File: src/rtl/icf_pkg.sv
// Shared types, constants and tables for the IMU complementary filter.
// No dependencies; every file but icf_ifs refers to it by scoped names.
package icf_pkg;

   localparam int ROOT_STEPS   = 24;
   localparam int CORDIC_STEPS = 16;
   localparam int CNT_W        = 5;
   localparam int IDX_W        = $clog2(CORDIC_STEPS);

   localparam logic [1:0] CSR_OFF_X = 2'd0;
   localparam logic [1:0] CSR_OFF_Y = 2'd1;
   localparam logic [1:0] CSR_OFF_Z = 2'd2;

   localparam logic [1:0] BL_RATE = 2'd0;
   localparam logic [1:0] BL_DT   = 2'd1;
   localparam logic [1:0] BL_SUM  = 2'd2;
   localparam logic [1:0] BL_MIX  = 2'd3;

   localparam logic [7:0]  GYRO_DIV = 8'd131;
   localparam logic [23:0] GYRO_RND = 24'd65;
   // ceil(2^32 / 131); the quotient taken from bits 32 and up is exact for
   // dividends below 2^28.
   localparam logic [24:0] RECIP_131 = 25'd32786010;
   localparam logic signed [14:0] DT_Q    = 15'sd8389;
   localparam logic signed [20:0] ALPHA_Q = 21'sd1027604;
   localparam logic signed [15:0] BETA_Q  = 16'sd20972;
   localparam logic signed [31:0] DEG90   = 32'sd5898240;

   typedef logic signed [27:0] vec_type;
   typedef logic signed [31:0] ang_type;

   typedef struct packed {
      logic             capture;
      logic             root_step;
      logic             angle_load;
      logic             angle_step;
      logic [IDX_W-1:0] angle_idx;
      logic             blend_en;
      logic [1:0]       blend_sel;
      logic             commit;
   } cmd_type;

   typedef struct packed {
      logic out_full;
   } stat_type;

   // atan(2^-i) in degrees, Q16.
   function automatic ang_type atan_q16(input logic [IDX_W-1:0] i);
      ang_type r;
      case (i)
         4'd0:    r = 32'sd2949120;
         4'd1:    r = 32'sd1740967;
         4'd2:    r = 32'sd919879;
         4'd3:    r = 32'sd466945;
         4'd4:    r = 32'sd234379;
         4'd5:    r = 32'sd117304;
         4'd6:    r = 32'sd58666;
         4'd7:    r = 32'sd29335;
         4'd8:    r = 32'sd14668;
         4'd9:    r = 32'sd7334;
         4'd10:   r = 32'sd3667;
         4'd11:   r = 32'sd1833;
         4'd12:   r = 32'sd917;
         4'd13:   r = 32'sd458;
         4'd14:   r = 32'sd229;
         4'd15:   r = 32'sd115;
         default: r = 32'sd0;
      endcase
      return r;
   endfunction

   // Clamp a wide signed value to signed 32 bits.
   function automatic logic [31:0] sat32(input logic signed [39:0] v);
      logic [31:0] r;
      if (v > 40'sd2147483647) begin
         r = 32'h7FFF_FFFF;
      end else if (v < -40'sd2147483648) begin
         r = 32'h8000_0000;
      end else begin
         r = v[31:0];
      end
      return r;
   endfunction

endpackage

File: src/rtl/icf_ctrl.sv
// Sequencer of the IMU complementary filter: steps the datapath through
// root, angle and blend phases to the commit. Depends on icf_pkg.
module icf_ctrl (
   input  logic             clock,
   input  logic             reset,
   input  logic             req_valid,
   output logic             req_ready,
   input  icf_pkg::stat_type stat,
   output icf_pkg::cmd_type  cmd
);

   localparam logic [2:0] S_IDLE   = 3'd0;
   localparam logic [2:0] S_ROOT   = 3'd1;
   localparam logic [2:0] S_LOAD   = 3'd2;
   localparam logic [2:0] S_ANGLE  = 3'd3;
   localparam logic [2:0] S_BLEND  = 3'd4;
   localparam logic [2:0] S_COMMIT = 3'd5;

   logic [2:0]                 state_ff, state_in;
   logic [icf_pkg::CNT_W-1:0]  cnt_ff, cnt_in;

   assign req_ready = (state_ff == S_IDLE);

   always_comb begin
      state_in = state_ff;
      cnt_in   = cnt_ff + 1'b1;
      cmd      = '0;
      cmd.angle_idx = cnt_ff[icf_pkg::IDX_W-1:0];
      cmd.blend_sel = cnt_ff[1:0];
      case (state_ff)
         S_IDLE: begin
            cnt_in = '0;
            if (req_valid) begin
               cmd.capture = 1'b1;
               state_in    = S_ROOT;
            end
         end
         S_ROOT: begin
            cmd.root_step = 1'b1;
            if (cnt_ff == icf_pkg::CNT_W'(icf_pkg::ROOT_STEPS - 1)) begin
               state_in = S_LOAD;
            end
         end
         S_LOAD: begin
            cmd.angle_load = 1'b1;
            cnt_in         = '0;
            state_in       = S_ANGLE;
         end
         S_ANGLE: begin
            cmd.angle_step = 1'b1;
            if (cnt_ff == icf_pkg::CNT_W'(icf_pkg::CORDIC_STEPS - 1)) begin
               cnt_in   = '0;
               state_in = S_BLEND;
            end
         end
         S_BLEND: begin
            cmd.blend_en = 1'b1;
            if (cnt_ff[1:0] == icf_pkg::BL_MIX) begin
               state_in = S_COMMIT;
            end
         end
         S_COMMIT: begin
            if (!stat.out_full) begin
               cmd.commit = 1'b1;
               state_in   = S_IDLE;
            end
         end
         default: begin
            state_in = S_IDLE;
         end
      endcase
   end

   always_ff @(posedge clock) begin
      if (reset) begin
         state_ff <= S_IDLE;
         cnt_ff   <= '0;
      end else begin
         state_ff <= state_in;
         cnt_ff   <= cnt_in;
      end
   end

endmodule

File: config.mk
export PLATFORM = sky130hd
export DESIGN_NAME = icf_ctrl
export DESIGN_NICKNAME = d
export VERILOG_FILES = /design/src/rtl/icf_pkg.sv /design/src/rtl/icf_ctrl.sv
export SDC_FILE = /design/constraint.sdc
export NUM_CORES = 1
export LEC_CHECK = 0
export ABC_CLOCK_PERIOD_IN_PS = 2700
export CORE_AREA = 2 2 41 43
export DETAILED_ROUTE_END_ITERATION = 8
export DIE_AREA = 0 0 43 45
export DONT_BUFFER_PORTS = 1
export MAX_ROUTING_LAYER = met4
export PLACE_DENSITY = 0.5
export SLEW_MARGIN = 20
export SYNTH_ARGS = -nofsm -noshare
export SYNTH_HDL_FRONTEND = slang
export SYNTH_SLANG_ARGS = --single-unit
File: constraint.sdc
create_clock -name clock -period 2.7 [get_ports clock]
set_input_delay 0.54 -clock clock [delete_from_list [all_inputs] [get_ports clock]]
set_output_delay 0.54 -clock clock [all_outputs]
set_load 0.01 [all_outputs]
==> metrics.md, run 1 <==
| Metric | Value |
|---|---|
| CP required | 2.16 ns |
| Hold-fix buffer count after cts | 0 |
| Max VDD drop | 275 uV |
| Period Utilization, post-route | 72.9% |
| Logic pwr share | 28.8% |
| Power density relative to cell area | 675 nW/um2 |
| Hpwl dp | 732 um |
| Syn_area_per_cell | 8.53 um2 |
| Final slew viol count | 0 |
| Power share of the clock group | 25.9% |
| Reg2reg end | state_ff[1] |
| Core Region | 1470 um2 |
| DR WL/cell | 13.1 um |
| Crit end category | output pin |
| Placed cells | 73 |
| Fmax | 0.508 GHz |
| Kind of critical path | flop to output pin |
| PortBufs | 0 |
| Layout Utilization | 37.1% |
| Nets | 70 |
| Number of synthesis warnings | 0 |
| Hold slack | 0.352 ns |
| Worst skew pair latency | 0.25 ns |
| Top cells by count, synth | dfxtp_1, buf_4, nor2_1 |
| IO Pins | 17 |
| Largest net degree at the start of global routing | 16 |
| Vias/cell | 5.20 |
| Slew at the pin with the worst max-slew slack | 0.496 ns |
| Residual DRC | 0 |
| Multi-input logic area | 332 um2 |
| Unrepaired setup endpoints after global routing | no |
| Most numerous cell in the Yosys netlist | dfxtp_1 |
| P_int | 233 uW |
| Die height | 45 um |
| Sw Ratio | 36.7% |
| Rows | 14 |
| Hold WC Path Type | primary input to flop |
| GRT Overall Usage | 13.3% |
| Fillers | 158 |
| Post-synth top area share | 28.4% |
| Setup crit start | state_ff[1] |
| CTS tree | done |
| Syn-to-layout area delta | -3.11% |
| Outcome | complete, no violations |
| Area of the die | 1940 um2 |
| Yosys reg bits | 8 |
| Setup TNS | 0 ns |
| Max Cap Violations | 0 |
| PostCTS Resize Cnt | 0 |
| Antenna cells | 0 |
| Initial Util | 38.3% |
| Syn Nets | 74 |
| Antenna violations before repair | 0 |
| Routed WL | 997 um |
| Fin. Hold Viols | 0 |
| Total CTS buffers | 3 |
| Sequential Power Share | 45.3% |
| EDFF count, synth | 0 |
| Non-Filler Instances | 76 |
| Root buffer cell | clkbuf_4 |
| Clock buffer depth | 2 |
| Final Setup Violations | 0 |
| Fraction of layout instances using a drive strength above 1 | 11.7% |
| Sequential area share after synthesis | 28.4% |
| First-pass GRT wire length | 1.79 mm |
| Clk_skew | 0.00623 ns |
| Vias in the first global route | 382 |
| CP Capture Point | cmd[11] |
| Mapped cell area | 563 um2 |
| Clock transition at path regs | 0.06 ns |
| Clock Sinks | 8 |
| Most used DFF post-synth | dfxtp_1 |
| Congestion Overflow GR | 0 |
| Worst EP arrival | 1.43 ns |
| Reg-to-reg startpoint | cnt_ff[0] |
| Antenna viol nets, final | 0 |
| R2r setup slk | 0.85 ns |
| Vias | 395 |
| H-tree Lvls | 1 |
| Minimum clock period | 1.97 ns |
| Placer congestion estimate | 0.653 |
| Cell count after synthesis | 66 |
| Leakage | 0.211 nW |
| Synth async-reset ratio | 0% |
| Yosys cell types | 29 |
| Synth area leader | dfxtp_1 |
| Relative slew slack | 66.7% |
| DRT Pass-1 Iters | 4 |
| Post-CTS Setup Bufs | 0 |
| Largest cells by area after synthesis | dfxtp_1, ha_1, buf_4 |
| Crit path max fanout | 13 |
| Worst setup SP type | flop |
| DIE WIDTH | 43 um |
| Sequential Area | 160 um2 |
| 1st-iter DRT viols | 10 |
| P_sw | 135 uW |
| Cells on worst reg2reg path | 7 |
[final cells by class]
| class | count | area share [%] |
|---|---|---|
| clock buffer | 3 | 4.13 |
| sequential | 8 | 29.4 |
| tap | 16 | 3.67 |
| inverter | 3 | 2.06 |
| multi-input combinational | 46 | 60.8 |
[registers in the layout (all words and copies together), names as in the netlist]
name / cells
cnt_ff: 5
state_ff: 3
[metal layers]
| metal | global-route usage (%) | wire length [um] | vias up |
|---|---|---|---|
| li1 | - | - | 206 |
| met1 | 16.6 | 470 | 172 |
| met2 | 18.2 | 428 | 15 |
| met3 | 4.00 | 89 | 2 |
| met4 | 9.09 | 9 | 0 |
| met5 | - | 0 | - |
[metrics by stage]
stage / total power, mW / instance area (um2) / setup WS (ns)
final: 0.368 / 546 / 0.732
after global routing: 0.396 / 546 / 0.598
after CTS: 0.371 / 546 / 0.698
after detailed placement: 0.277 / 523 / 0.838
after global placement: 0.279 / 523 / 0.849
after floorplan: 0.271 / 563 / 0.992
[cells in the final DEF (no fill, tap or decap), types with 2 or more instances in the layout]
cell type and instances:
a21oi_1 4, and2_1 2, clkbuf_4 3, dfxtp_1 8
ha_1 4, inv_1 3, mux2i_1 2, nand2_1 3
nand2b_1 2, nand3_1 2, nor2_1 6, nor2b_1 2
nor3_1 2, nor3b_1 2, xnor2_1 2
[power by group through the flow]
stage	logic [mW]	clock network [mW]	registers, mW
after global placement	0.108	0	0.171
after CTS	0.108	0.0966	0.167
after floorplan	0.129	0	0.142
final	0.106	0.0952	0.167
after detailed placement	0.107	0	0.169
after global routing	0.119	0.103	0.174
[how the worst min path moves through the flow]
| stage | from | endpoint | slack (ns) | depth (start not counted) |
|---|---|---|---|---|
| floorplan | cnt_ff[0] | cnt_ff[0] | 0.46 | 1 |
| global placement | cnt_ff[0] | cnt_ff[0] | 0.56 | 1 |
| finish | reset | cnt_ff[4] | 0.35 | 1 |
| detailed placement | cnt_ff[0] | cnt_ff[0] | 0.57 | 1 |
| global route | reset | cnt_ff[4] | 0.35 | 1 |
| CTS | reset | cnt_ff[4] | 0.34 | 1 |
[cells by family (layout without fill, tap and decap cells)]
group	count (synthesis)	after routing	synth area share, %
simple gates	27	27	27.8
buf+inv	12	6	12.7
flops	8	8	28.4
mux	3	3	6.22
fa+ha+maj	4	4	8.89
compound gates	9	9	11.3
xor+xnor	3	3	4.67
[worst max-delay path: stages (launching register included)]
cell and delay, ns:
dfxtp_1 0.43, nor3_1 0.49, and2_1 0.25
Note: power is estimated with default switching activity, not from simulation.
==> run 2: changes to the inputs <==
--- a/config.mk
+++ b/config.mk
@@ -5,13 +5,13 @@
 export SDC_FILE = /design/constraint.sdc
 export NUM_CORES = 1
 export LEC_CHECK = 0
-export ABC_CLOCK_PERIOD_IN_PS = 2700
+export ABC_CLOCK_PERIOD_IN_PS = 1600
 export CORE_AREA = 2 2 41 43
 export DETAILED_ROUTE_END_ITERATION = 8
 export DIE_AREA = 0 0 43 45
 export DONT_BUFFER_PORTS = 1
 export MAX_ROUTING_LAYER = met4
-export PLACE_DENSITY = 0.5
+export PLACE_DENSITY = 0.52
 export SLEW_MARGIN = 20
 export SYNTH_ARGS = -nofsm -noshare
 export SYNTH_HDL_FRONTEND = slang
==> constraint.sdc (replaced) <==
create_clock -name clock -period 1.6 [get_ports clock]
set_input_delay 0.32 -clock clock [delete_from_list [all_inputs] [get_ports clock]]
set_output_delay 0.32 -clock clock [all_outputs]
set_load 0.01 [all_outputs]
==> run 2 against run 1 <==
  * Total power rose by 92%
  * Cell area rose by 27%
  * Sequential share of layout area fell by 5.6 points
  * Combinational power rose to 2.7 times the previous value
  * Register-to-register slack got worse by 0.81 ns
  * Final cell count rose by 18%
  * Clock skew fell by 0.0035 ns
  * Flip-flop and latch count did not move
  * Highest routed layer unchanged
==> metrics.md, run 2 (synthesized netlist as in run 1, its figures left out) <==
| Metric | Value |
|---|---|
| Sequential Area | 164 um2 (was 160 um2) |
| H-tree Lvls | 1 (unchanged) |
| Sequential Power Share | 36.5% (was 45.3%) |
| DRT Pass-1 Iters | 2 (was 4) |
| Hpwl dp | 847 um (was 732 um) |
| Worst EP arrival | 1.71 ns (was 1.43 ns) |
| Antenna violations before repair | 0 (unchanged) |
| Hold WC Path Type | primary input to flop (unchanged) |
| Antenna viol nets, final | 0 (unchanged) |
| Root buffer cell | clkbuf_4 (unchanged) |
| Congestion Overflow GR | 0 (unchanged) |
| Placer congestion estimate | 0.720 (was 0.653) |
| Final Setup Violations | 0 (unchanged) |
| Rows | 14 (unchanged) |
| Period Utilization, post-route | 97.6% |
| Antenna cells | 0 (unchanged) |
| Vias in the first global route | 417 (was 382) |
| Total CTS buffers | 3 (unchanged) |
| Leakage | 0.284 nW (was 0.211 nW) |
| Vias | 463 (was 395) |
| Largest net degree at the start of global routing | 12 (was 16) |
| Cells on worst reg2reg path | 7 (unchanged) |
| Multi-input logic area | 368 um2 (was 332 um2) |
| PortBufs | 0 (unchanged) |
| Sw Ratio | 34.9% (was 36.7%) |
| DR WL/cell | 12.8 um (was 13.1 um) |
| Worst skew pair latency | 0.25 ns (about the same) |
| Reg-to-reg startpoint | cnt_ff[1] (was cnt_ff[0]) |
| Worst setup SP type | flop (unchanged) |
| P_int | 460 uW (was 233 uW) |
| Initial Util | 38.3% (unchanged) |
| Nets | 84 (was 70) |
| Power density relative to cell area | 1020 nW/um2 (was 675 nW/um2) |
| Core Region | 1470 um2 (unchanged) |
| Kind of critical path | flop to flop (was flop to output pin) |
| Logic pwr share | 41.1% (was 28.8%) |
| Reg2reg end | state_ff[1] (unchanged) |
| Placed inst area | 623 um2 (was 523 um2) |
| Crit path max fanout | 2 (was 13) |
| Minimum clock period | 1.56 ns |
| Relative slew slack | 82.2% (was 66.7%) |
| First-pass GRT wire length | 1.87 mm (was 1.79 mm) |
| Area of the die | 1940 um2 (unchanged) |
| GRT Overall Usage | 14.3% (was 13.3%) |
| Vias/cell | 5.14 (was 5.20) |
| CP required | 1.75 ns (was 2.16 ns) |
| P_sw | 246 uW (was 135 uW) |
| Routed WL | 1.16 mm (was 997 um) |
| Setup crit start | cnt_ff[1] (was state_ff[1]) |
| Clk_skew | 0.00274 ns (was 0.00623 ns) |
| Max Cap Violations | 0 (unchanged) |
| Unrepaired setup endpoints after global routing | no (unchanged) |
| Max VDD drop | 643 uV (was 275 uV) |
| Most frequent cells in the layout | buf_4, nor2_1, dfxtp_1 (was dfxtp_1, nor2_1, a21oi_1, ha_1) |
| Most common cell after layout, fill and taps aside | buf_4 (was dfxtp_1) |
| 1st-iter DRT viols | 3 (was 10) |
| Number of flip-flops under the largest register name | 5 (unchanged) |
| Fin. Hold Viols | 0 (unchanged) |
| Residual DRC | 0 (unchanged) |
| Outcome | complete, no violations (unchanged) |
| Crit end category | flop (was output pin) |
| Fin area | 691 um2 (was 546 um2) |
| Final slew viol count | 0 (unchanged) |
| Syn-to-layout area delta | 22.7% (was -3.11%) |
| Pwr Total | 707 uW (was 368 uW) |
| Fraction of layout instances using a drive strength above 1 | 41.9% (was 11.7%) |
| Setup TNS | 0 ns (unchanged) |
| Power share of the clock group | 22.3% (was 25.9%) |
| Largest regs | cnt_ff: 5 flops, state_ff: 3 flops (unchanged) |
| CTS tree | done (unchanged) |
| Slew at the pin with the worst max-slew slack | 0.265 ns (was 0.496 ns) |
| IO Pins | 17 (unchanged) |
| CP Capture Point | state_ff[1] (was cmd[11]) |
| Clock Sinks | 8 (unchanged) |
| DIE WIDTH | 43 um (unchanged) |
| Register with the most flip-flops | cnt_ff (unchanged) |
| Clock buffer depth | 2 (unchanged) |
| Fmax | 0.640 GHz |
| R2r setup slk | 0.04 ns (was 0.85 ns) |
| Die height | 45 um (unchanged) |
| Clock transition at path regs | 0.06 ns (about the same) |
| Fillers | 165 (was 158) |
-- run 2: changes by cell type in the layout (fill, tap and decap cells not counted), sizes merged --
cell  previous run  this run
buf              0        14
-- run 2: metrics by stage --
stage | utilization [%] | std cells | hold slack, ns | setup slack, ns
floorplan | - | 66 | 0.392 | 0.0108
global placement | 42.3 | 85 | 0.395 | 0.00996
detailed placement | 42.3 | 85 | 0.401 | -0.00526
CTS | 45.7 | 90 | 0.120 | -0.00534
global route | 46.9 | 90 | 0.112 | 0.000927
finish | 46.9 | 90 | 0.133 | 0.0381
-- run 2: worst min path at each step --
stage	endpoint	startpoint	depth (start not counted)	slack [ns]
6_report	cnt_ff[4]	reset	1	0.13
5_1_grt	state_ff[0]	reset	1	0.11
4_1_cts	cnt_ff[4]	reset	1	0.12
3_5_place_dp	cnt_ff[4]	reset	1	0.40
3_3_place_gp	cnt_ff[4]	reset	1	0.40
2_1_floorplan	cnt_ff[4]	reset	1	0.39
-- run 2: final cells by class --
type                    instances  share of cell area, %
multi-input cells              46                   53.3
flip-flops and latches          8                   23.7
inverters                       3                   1.63
clock buffers                   3                   3.26
repair buffers                 14                   15.2
well taps                      16                   2.90
-- run 2: power groups by stage --
stage          Combinational [mW]  Clock, mW  Sequential (mW)
2_1_floorplan               0.218          0            0.241
3_3_place_gp                0.277          0            0.258
5_1_grt                     0.319      0.180            0.263
6_report                    0.291      0.158            0.258
3_5_place_dp                0.282          0            0.258
4_1_cts                     0.286      0.164            0.256
-- run 2: routing by layer --
layer | track usage (%) | wire length [um] | vias to the layer above
met3 | 3.60 | 48 | 2
met1 | 18.7 | 543 | 211
met5 | - | 0 | -
li1 | - | - | 241
met4 | 10.9 | 19 | 0
met2 | 18.8 | 544 | 9
-- run 2: timing repair --
| action | in CTS | in global routing |
|---|---|---|
| endpoints found under the setup margin | 1 | 7 |
| cloned | 0 | 0 |
| endpoints found under the hold margin | 0 | 0 |
| pin swaps | 1 | 1 |
| hold buffers | 0 | 0 |
| buffers inserted | 2 | 0 |
| gates resized for setup | 2 | 5 |
-- run 2: critical path, stage by stage (launching register included) --
cell	delay, ns
dfxtp_2	0.33
ha_4	0.16
nand3_2	0.07
inv_1	0.04
ha_2	0.16
o32a_1	0.31
nand2_2	0.09
mux2_4	0.29
==> run 3: changes to the inputs <==
--- a/config.mk
+++ b/config.mk
@@ -5,6 +5,7 @@
 export SDC_FILE = /design/constraint.sdc
 export NUM_CORES = 1
 export LEC_CHECK = 0
+export ABC_AREA = 1
 export ABC_CLOCK_PERIOD_IN_PS = 1600
 export CORE_AREA = 2 2 41 43
 export DETAILED_ROUTE_END_ITERATION = 8
==> run 3 against run 2 <==
  * Cell area decreased by 15%
  * Synthesized cell count up 24%
  * Flip-flop and latch count unchanged
  * Largest power group unchanged
==> metrics.md, run 3 <==
| Metric | Value |
|---|---|
| First-pass GRT wire length | 1.73 mm (was 1.87 mm) |
| Final Setup Violations | 0 (unchanged) |
| Clock transition at path regs | 0.05 ns (was 0.06 ns) |
| Crit path max fanout | 8 (was 2) |
| Routed WL | 997 um (was 1.16 mm) |
| Congestion Overflow GR | 0 (unchanged) |
| DIE WIDTH | 43 um (unchanged) |
| Leakage | 0.284 nW (about the same) |
| Max Cap Violations | 0 (unchanged) |
| Antenna viol nets, final | 0 (unchanged) |
| Largest net degree at the start of global routing | 9 (was 12) |
| WHS Path Cells | 1 (unchanged) |
| Number of synthesis warnings | 0 (unchanged) |
| PortBufs | 0 (unchanged) |
| Initial Util | 37.8% (was 38.3%) |
| Most common cell after layout, fill and taps aside | inv_1 (was buf_4) |
| Syn Nets | 90 (was 74) |
| Hold WC Path Type | primary input to flop (unchanged) |
| Yosys reg bits | 8 (unchanged) |
| Clk_skew | 0.000448 ns (was 0.00274 ns) |
| Buf+Inv Stages, Crit Path | 1 (unchanged) |
| Largest cells by area after synthesis | dfxtp_1, inv_1, ha_1 (was dfxtp_1, ha_1, buf_4) |
| Antenna violations before repair | 0 (unchanged) |
| Delay-heaviest family, CP | flip-flops (unchanged) |
| Syn-to-layout area delta | 5.39% (was 22.7%) |
| Fraction of layout instances using a drive strength above 1 | 20.7% (was 41.9%) |
| Hold slack | 0.135 ns (was 0.133 ns) |
| Cells on worst reg2reg path | 10 (was 7) |
| P_int | 490 uW (was 460 uW) |
| H-tree Lvls | 1 (unchanged) |
| Top cells by count, synth | inv_1, nor2_1, nand2_1 (was dfxtp_1, buf_4, nor2_1) |
| Placed cells | 95 (was 85) |
| Post-CTS Setup Bufs | 0 (was 2) |
| Worst skew pair latency | 0.25 ns (about the same) |
| DR WL/cell | 10.2 um (was 12.8 um) |
| Max VDD drop | 749 uV (was 643 uV) |
| CTS tree | done (unchanged) |
| Most frequent cells in the layout | inv_1, nor2_1, nand2_1 (was buf_4, nor2_1, dfxtp_1) |
| CP max stage cell | dfxtp_1 (was dfxtp_2) |
| Post-placement worst setup slack | 0.169 ns (was -0.00526 ns) |
| Clock buffer depth | 2 (unchanged) |
| Vias/cell | 4.74 (was 5.14) |
| Sequential area share after synthesis | 28.8% (was 28.4%) |
| EDFF count, synth | 0 (unchanged) |
| Sequential Power Share | 32.0% (was 36.5%) |
| Period Utilization, post-route | 90.2% (was 97.6%) |
| Vias in the first global route | 397 (was 417) |
| Non-Filler Instances | 98 (was 90) |
| Synth async-reset ratio | 0% (unchanged) |
| CP required | 1.28 ns (was 1.75 ns) |
| 1st-iter DRT viols | 10 (was 3) |
| Setup TNS | 0 ns (unchanged) |
| Crit end category | output pin (was flop) |
| Hpwl dp | 832 um (was 847 um) |
| Placer congestion estimate | 0.737 (was 0.720) |
| Area of the die | 1940 um2 (unchanged) |
| Worst EP arrival | 1.12 ns (was 1.71 ns) |
| Nets | 92 (was 84) |
| Root buffer cell | clkbuf_4 (unchanged) |
| Cell count after synthesis | 82 (was 66) |
| CP max stage delay | 0.47 ns (was 0.33 ns) |
| Slew at the pin with the worst max-slew slack | 0.273 ns (was 0.265 ns) |
| Post-synth top area share | 28.8% (was 28.4%) |
| Outcome | complete, no violations (unchanged) |
| Antenna cells | 0 (unchanged) |
| Most numerous cell in the Yosys netlist | inv_1 (was dfxtp_1) |
| Rows | 14 (unchanged) |
| P_sw | 441 uW (was 246 uW) |
| Final slew viol count | 0 (unchanged) |
| Logic pwr share | 51.6% (was 41.1%) |
| Kind of critical path | flop to output pin (was flop to flop) |
| Yosys cell types | 19 (was 29) |
| DRT Pass-1 Iters | 3 (was 2) |
| Number of flip-flops under the largest register name | 5 (unchanged) |
| Total CTS buffers | 3 (unchanged) |
| Power share of the clock group | 16.4% (was 22.3%) |
| Worst setup SP type | flop (unchanged) |
| Register with the most flip-flops | cnt_ff (unchanged) |
| Fin. Hold Viols | 0 (unchanged) |
| Mapped cell area | 557 um2 (was 563 um2) |
| Largest regs | cnt_ff: 5 flops, state_ff: 3 flops (unchanged) |
| Clock Sinks | 8 (unchanged) |
| Unrepaired setup endpoints after global routing | no (unchanged) |
| Setup WS post-layout | 0.157 ns (was 0.0381 ns) |
| Sw Ratio | 47.3% (was 34.9%) |
| Minimum clock period | 1.44 ns (was 1.56 ns) |
| Residual DRC | 0 (unchanged) |
| Fmax | 0.693 GHz (was 0.640 GHz) |
| Levels on crit path | 2 (was 7) |
| Most used DFF post-synth | dfxtp_1 (unchanged) |
| Relative slew slack | 81.8% (was 82.2%) |
| Power density relative to cell area | 1590 nW/um2 (was 1020 nW/um2) |
| Crit path cell chain | inv_2, nor3_2 (was ha_4, nand3_2, inv_1, ha_2, o32a_1, nand2_2, mux2_4) |
| Fillers | 173 (was 165) |
| Synth area leader | dfxtp_1 (unchanged) |
| GRT Overall Usage | 13.0% (was 14.3%) |
| Core Region | 1470 um2 (unchanged) |
| Hold-fix buffer count after cts | 0 (unchanged) |
| Syn_area_per_cell | 6.79 um2 (was 8.53 um2) |
| IO Pins | 17 (unchanged) |
| PostCTS Resize Cnt | 0 (was 2) |
| Die height | 45 um (unchanged) |
| Vias | 465 (was 463) |
==> run 3: changes by cell type after synthesis, moves of 3 or more <==
| cell | delta |
|---|---|
| inv_1 | +11 |
| nand2_1 | +7 |
| nor2_1 | +6 |
| buf_2 | -3 |
| nand3_1 | +7 |
==> run 3: per-layer routing <==
layer	up-vias	routed length, um	track usage, %
li1	247	-	-
met1	204	481	15.6
met2	12	432	17.3
met3	2	65	3.20
met4	0	17	12.7
met5	-	0	-
==> run 3: final cells by class <==
cell class              count  area [um2]  area share (%)
clock buffers               3        22.5            3.84
inverters                  16        60.1            10.2
multi-input cells          52         302            51.4
flip-flops and latches      8         160            27.3
well taps                  16        20.0            3.41
repair buffers              3        22.5            3.84
==> run 3: power by group through the flow <==
stage / Clock (mW) / Combinational, mW / Sequential [mW]
global route: 0.177 / 0.547 / 0.306
detailed placement: 0 / 0.475 / 0.302
CTS: 0.162 / 0.478 / 0.297
global placement: 0 / 0.471 / 0.302
finish: 0.153 / 0.480 / 0.298
floorplan: 0 / 0.420 / 0.303
==> run 3: stage by stage <==
stage | power [mW] | utilization (%) | area (um2)
6_report | 0.931 | 39.9 | 587
5_1_grt | 1.03 | 39.9 | 587
4_1_cts | 0.937 | 39.2 | 577
3_5_place_dp | 0.777 | 37.7 | 554
3_3_place_gp | 0.773 | 37.7 | 554
2_1_floorplan | 0.723 | - | 557
==> run 3: path summary, 6_finish.rpt <==
kind,startpoint,end,slack [ns]
max,state_ff[2],cmd[0],0.16
min,reset,cnt_ff[4],0.13
max reg2reg,cnt_ff[0],state_ff[2],0.18
min reg2reg,state_ff[1],state_ff[1],0.56
==> run 3: cells by family after synthesis <==
| logic type | count (synthesis) | synth area share, % |
|---|---|---|
| AO/OA/AOI/OAI | 5 | 4.94 |
| XOR/XNOR | 2 | 3.15 |
| adder cells (fa/ha/maj) | 4 | 8.99 |
| buffers and inverters | 22 | 18.9 |
| flip-flops | 8 | 28.8 |
| AND/OR/NAND/NOR | 41 | 35.3 |
